[src/design/uct_ram.sv]
`timescale 1ns / 1ps

// Simple dual-port RAM: one write port, one read port with registered data.
module uct_ram #(
  parameter int unsigned WIDTH = 32,
  parameter int unsigned DEPTH = 64
) (
  input  logic                     clk_i,
  input  logic                     we_i,
  input  logic [$clog2(DEPTH)-1:0] waddr_i,
  input  logic [WIDTH-1:0]         wdata_i,
  input  logic                     re_i,
  input  logic [$clog2(DEPTH)-1:0] raddr_i,
  output logic [WIDTH-1:0]         rdata_o
);

  logic [WIDTH-1:0] mem_q [DEPTH];
  logic [WIDTH-1:0] rdata_q;

  always_ff @(posedge clk_i) begin
    if (we_i) begin
      mem_q[waddr_i] <= wdata_i;
    end
    if (re_i) begin
      rdata_q <= mem_q[raddr_i];
    end
  end

  assign rdata_o = rdata_q;

endmodule

[config.mk]
export PLATFORM = sky130hd
export DESIGN_NAME = uct_ram
export DESIGN_NICKNAME = d
export VERILOG_FILES = /design/src/design/uct_ram.sv
export SDC_FILE = /design/constraint.sdc
export NUM_CORES = 2
export LEC_CHECK = 0
export ABC_AREA = 0
export BUFFER_PORTS_ARGS = -buffer_cell sky130_fd_sc_hd__buf_2
export CORE_UTILIZATION = 57
export DETAILED_ROUTE_END_ITERATION = 16
export PLACE_DENSITY_LB_ADDON = 0.08
export SLEW_MARGIN = 25
export SYNTH_ARGS = -nofsm -noshare
export SYNTH_HDL_FRONTEND = slang
export SYNTH_SLANG_ARGS = --single-unit
[constraint.sdc]
create_clock -name clk_i -period 4.5 [get_ports clk_i]
set_input_delay 1.125 -clock clk_i [delete_from_list [all_inputs] [get_ports clk_i]]
set_output_delay 1.125 -clock clk_i [all_outputs]
set_load 0.005 [all_outputs]
==> results by group <==
Critical path
  – Arrival time worst endpoint: 4.02 ns
  – Kind of critical path: input port to register
  – Crit. End Element: register
  – Worst Path Required: 5.16 ns
  – Max FO, Critical Path: 51
  – Startpoint types: input port

Placed design
  – DP HPWL: 118 mm
  – Placed Cells incl. Taps: 5249
  – I/O Buffers: 78
  – DP Area: 83400 µm²
  – Placer Congestion: 0.825

CTS
  – Postcts setup bufs: 0
  – Hold-fix buffers, CTS: 0
  – Reg clk slew, reported paths: 0.06 ns
  – # H-tree levels: 4
  – CTS buffer count: 201
  – CTS resizes: 0
  – Clock Latency Late Sink: 0.84 ns
  – CTS Sinks: 2080
  – Clk root buf: clkbuf_16
  – Clock buffer depth: 3
  – CTS tree: yes

Timing
  – Final Hold Viols: 0
  – Slew HR: 29.9%
  – Final Slew Violations: 0
  – Min Tclk post-route: 3.36 ns
  – RSZ-0062 raised after global routing: no
  – Worst-Margin Slew: 1.05 ns
  – Period utilization: 74.8%
  – Setup_tns: 0 ns
  – Setup Skew: 0.0266 ns
  – Peak Freq: 0.297 GHz
  – Setup-failing EPs final: 0

Layout
  – Fin cells: 5621
  – Fin area: 89800 µm²
  – Area grow syn2layout: 13.9%
  – Most common cell after layout, fill and taps aside: edfxtp_1
  – Multi-input gate area: 16000 µm²
  – Layout cells sized above 1: 31.5%
  – Register area: 62500 µm²
  – Most frequent cells in the layout: 2080 x edfxtp_1, 544 x mux4_2, 218 x buf_4
  – Fin nets: 3705
  – # fillers: 8743

Synthesis
  – Post-Syn Instances: 3324
  – Cell Area, Synth: 78800 µm²
  – EDFF count, synth: 2080
  – Ys async rst share: 0%
  – Post-synthesis register bit count: 2080
  – Distinct cells, synth: 33
  – Top post-synthesis cells by area: edfxtp_1 79%, mux4_2 16%, mux2i_1 1.2%, o22ai_1 0.67%, nor2_1 0.65%
  – Synth warn: 0
  – Seq/Total Area, Yosys: 79.2%
  – Post-Syn Area per Cell: 23.7 µm²
  – Primary flip-flop cell chosen by synthesis mapping: edfxtp_1
  – Post-Syn Nets: 3371
  – Share of the synthesized area in the top cell type: 79.2%
  – Synth area leader: edfxtp_1

Power and ir drop
  – Worst vdd ir: 0.372 mV
  – Proportion of power drawn by flip-flops and latches: 53.9%
  – Clock share of power: 41.0%
  – Gate power share: 5.1%
  – Power Density: 445 nW/µm²
  – Sw Pwr: 8.29 mW
  – Leakage power: 28.2 nW
  – Power Internal: 31.7 mW
  – Net Sw Frac: 20.7%

Route
  – Routed Antenna Nets: 0
  – Initial DRT Pass Iterations: 5
  – Drt via density: 6.74
  – Initial drt markers: 5009
  – Routed wire length: 205 mm
  – # DRC: 0
  – Wire per inst: 36.4 µm
  – Vias: 37900

Global route
  – Largest net degree at the start of global routing: 65
  – Gr usage total: 29.9%
  – Gr busiest metal: met2
  – GRT overflow: 0
  – GR Util met2: 46.4%
  – Initial antenna violation count: 22
  – Met1 Track Usage GR: 43.6%
  – First-pass GRT wire length: 288 mm
  – GR Layer Usage met3: 6.86%
  – Vias in the first global route: 38500

Status
  – Status: finished clean

Die
  – Starting Density: 57.4%
  – IO Count: 79
  – Die Area: 140000 µm²
  – Core ar.: 137000 µm²
  – Chip height: 374 µm
  – Die W: 374 µm
  – Rows: 136

Job
  – Max-cap violations: 0

Hold path
  – HP Class: input port to register
[power by group through the flow]
| stage | registers [mW] | logic (mW) | clock network [mW] |
|---|---|---|---|
| global route | 21.6 | 2.14 | 17.3 |
| floorplan | 21.9 | 1.04 | 0 |
| detailed placement | 22.0 | 2.04 | 0 |
| global placement | 22.0 | 1.99 | 0 |
| finish | 21.6 | 2.03 | 16.4 |
| CTS | 21.6 | 2.04 | 16.6 |
[sequential cells by signal (all words and copies together) (netlist names)]
signal and flops:
mem_q 2048, rdata_o 32
[metal layers]
metal  share of wire [%]  wire (µm)
met5               0.059        121
met4                 2.4       4950
met3                  10      20500
met2                  48      97200
met1                  40      81900
[critical path: stages]
cell and delay (ns):
buf_8 0.49, or2_1 0.72, o22ai_1 0.28, nor2_1 0.70, a21oi_1 0.37, nor2_1 0.19
[area by class of cell]
type / count / share of cell area (%)
flip-flops and latches: 2080 / 69.5
clock inverters: 113 / 1.14
diodes: 13 / 0.0362
well taps: 1794 / 2.50
repair buffers: 313 / 3.05
multi-input cells: 1062 / 17.8
clock buffers: 246 / 5.95
[stage by stage]
| step | worst slack, ns | hold slack [ns] | util (%) | total power [mW] |
|---|---|---|---|---|
| 2_1_floorplan | 0.215 | 0.750 | - | 23.0 |
| 3_3_place_gp | 0.312 | 0.826 | 60.7 | 24.0 |
| 3_5_place_dp | 0.304 | 0.834 | 60.7 | 24.0 |
| 4_1_cts | 1.18 | 0.729 | 65.4 | 40.2 |
| 5_1_grt | 1.12 | 0.757 | 65.4 | 41.0 |
| 6_report | 1.14 | 0.764 | 65.4 | 40.0 |
[Yosys cell counts, types with 15 or more instances]
master / count
edfxtp_1: 2080
mux4_2: 544
nor2_1: 137
mux2i_1: 93
o22ai_1: 84
clkbuf_1: 74
a21oi_1: 62
buf_2: 57
o221ai_1: 27
nand2_1: 26
buf_4: 25
buf_1: 21
nor2b_1: 15
[final timing paths]
path,from,to,slack (ns),cells after the start
max,raddr_i[2],rdata_o[13],1.14,6
max reg2reg,mem_q[38][19],rdata_o[19],2.19,6
min reg2reg,mem_q[12][17],rdata_o[17],0.86,4
min,wdata_i[16],mem_q[5][16],0.76,1
[kinds of logic (layout without fill, tap and decap cells)]
kind of cell           count (synthesis)  in the layout  synth area share [%]
AO/OA/AOI/OAI                        202            202                  1.67
buffers and inverters                182            672                  1.12
other                                  0             13                     0
AND/OR/NAND/NOR                      223            223                  1.26
multiplexers                         637            637                  16.7
flip-flops                          2080           2080                  79.2
(Power assumes the default switching activity.)
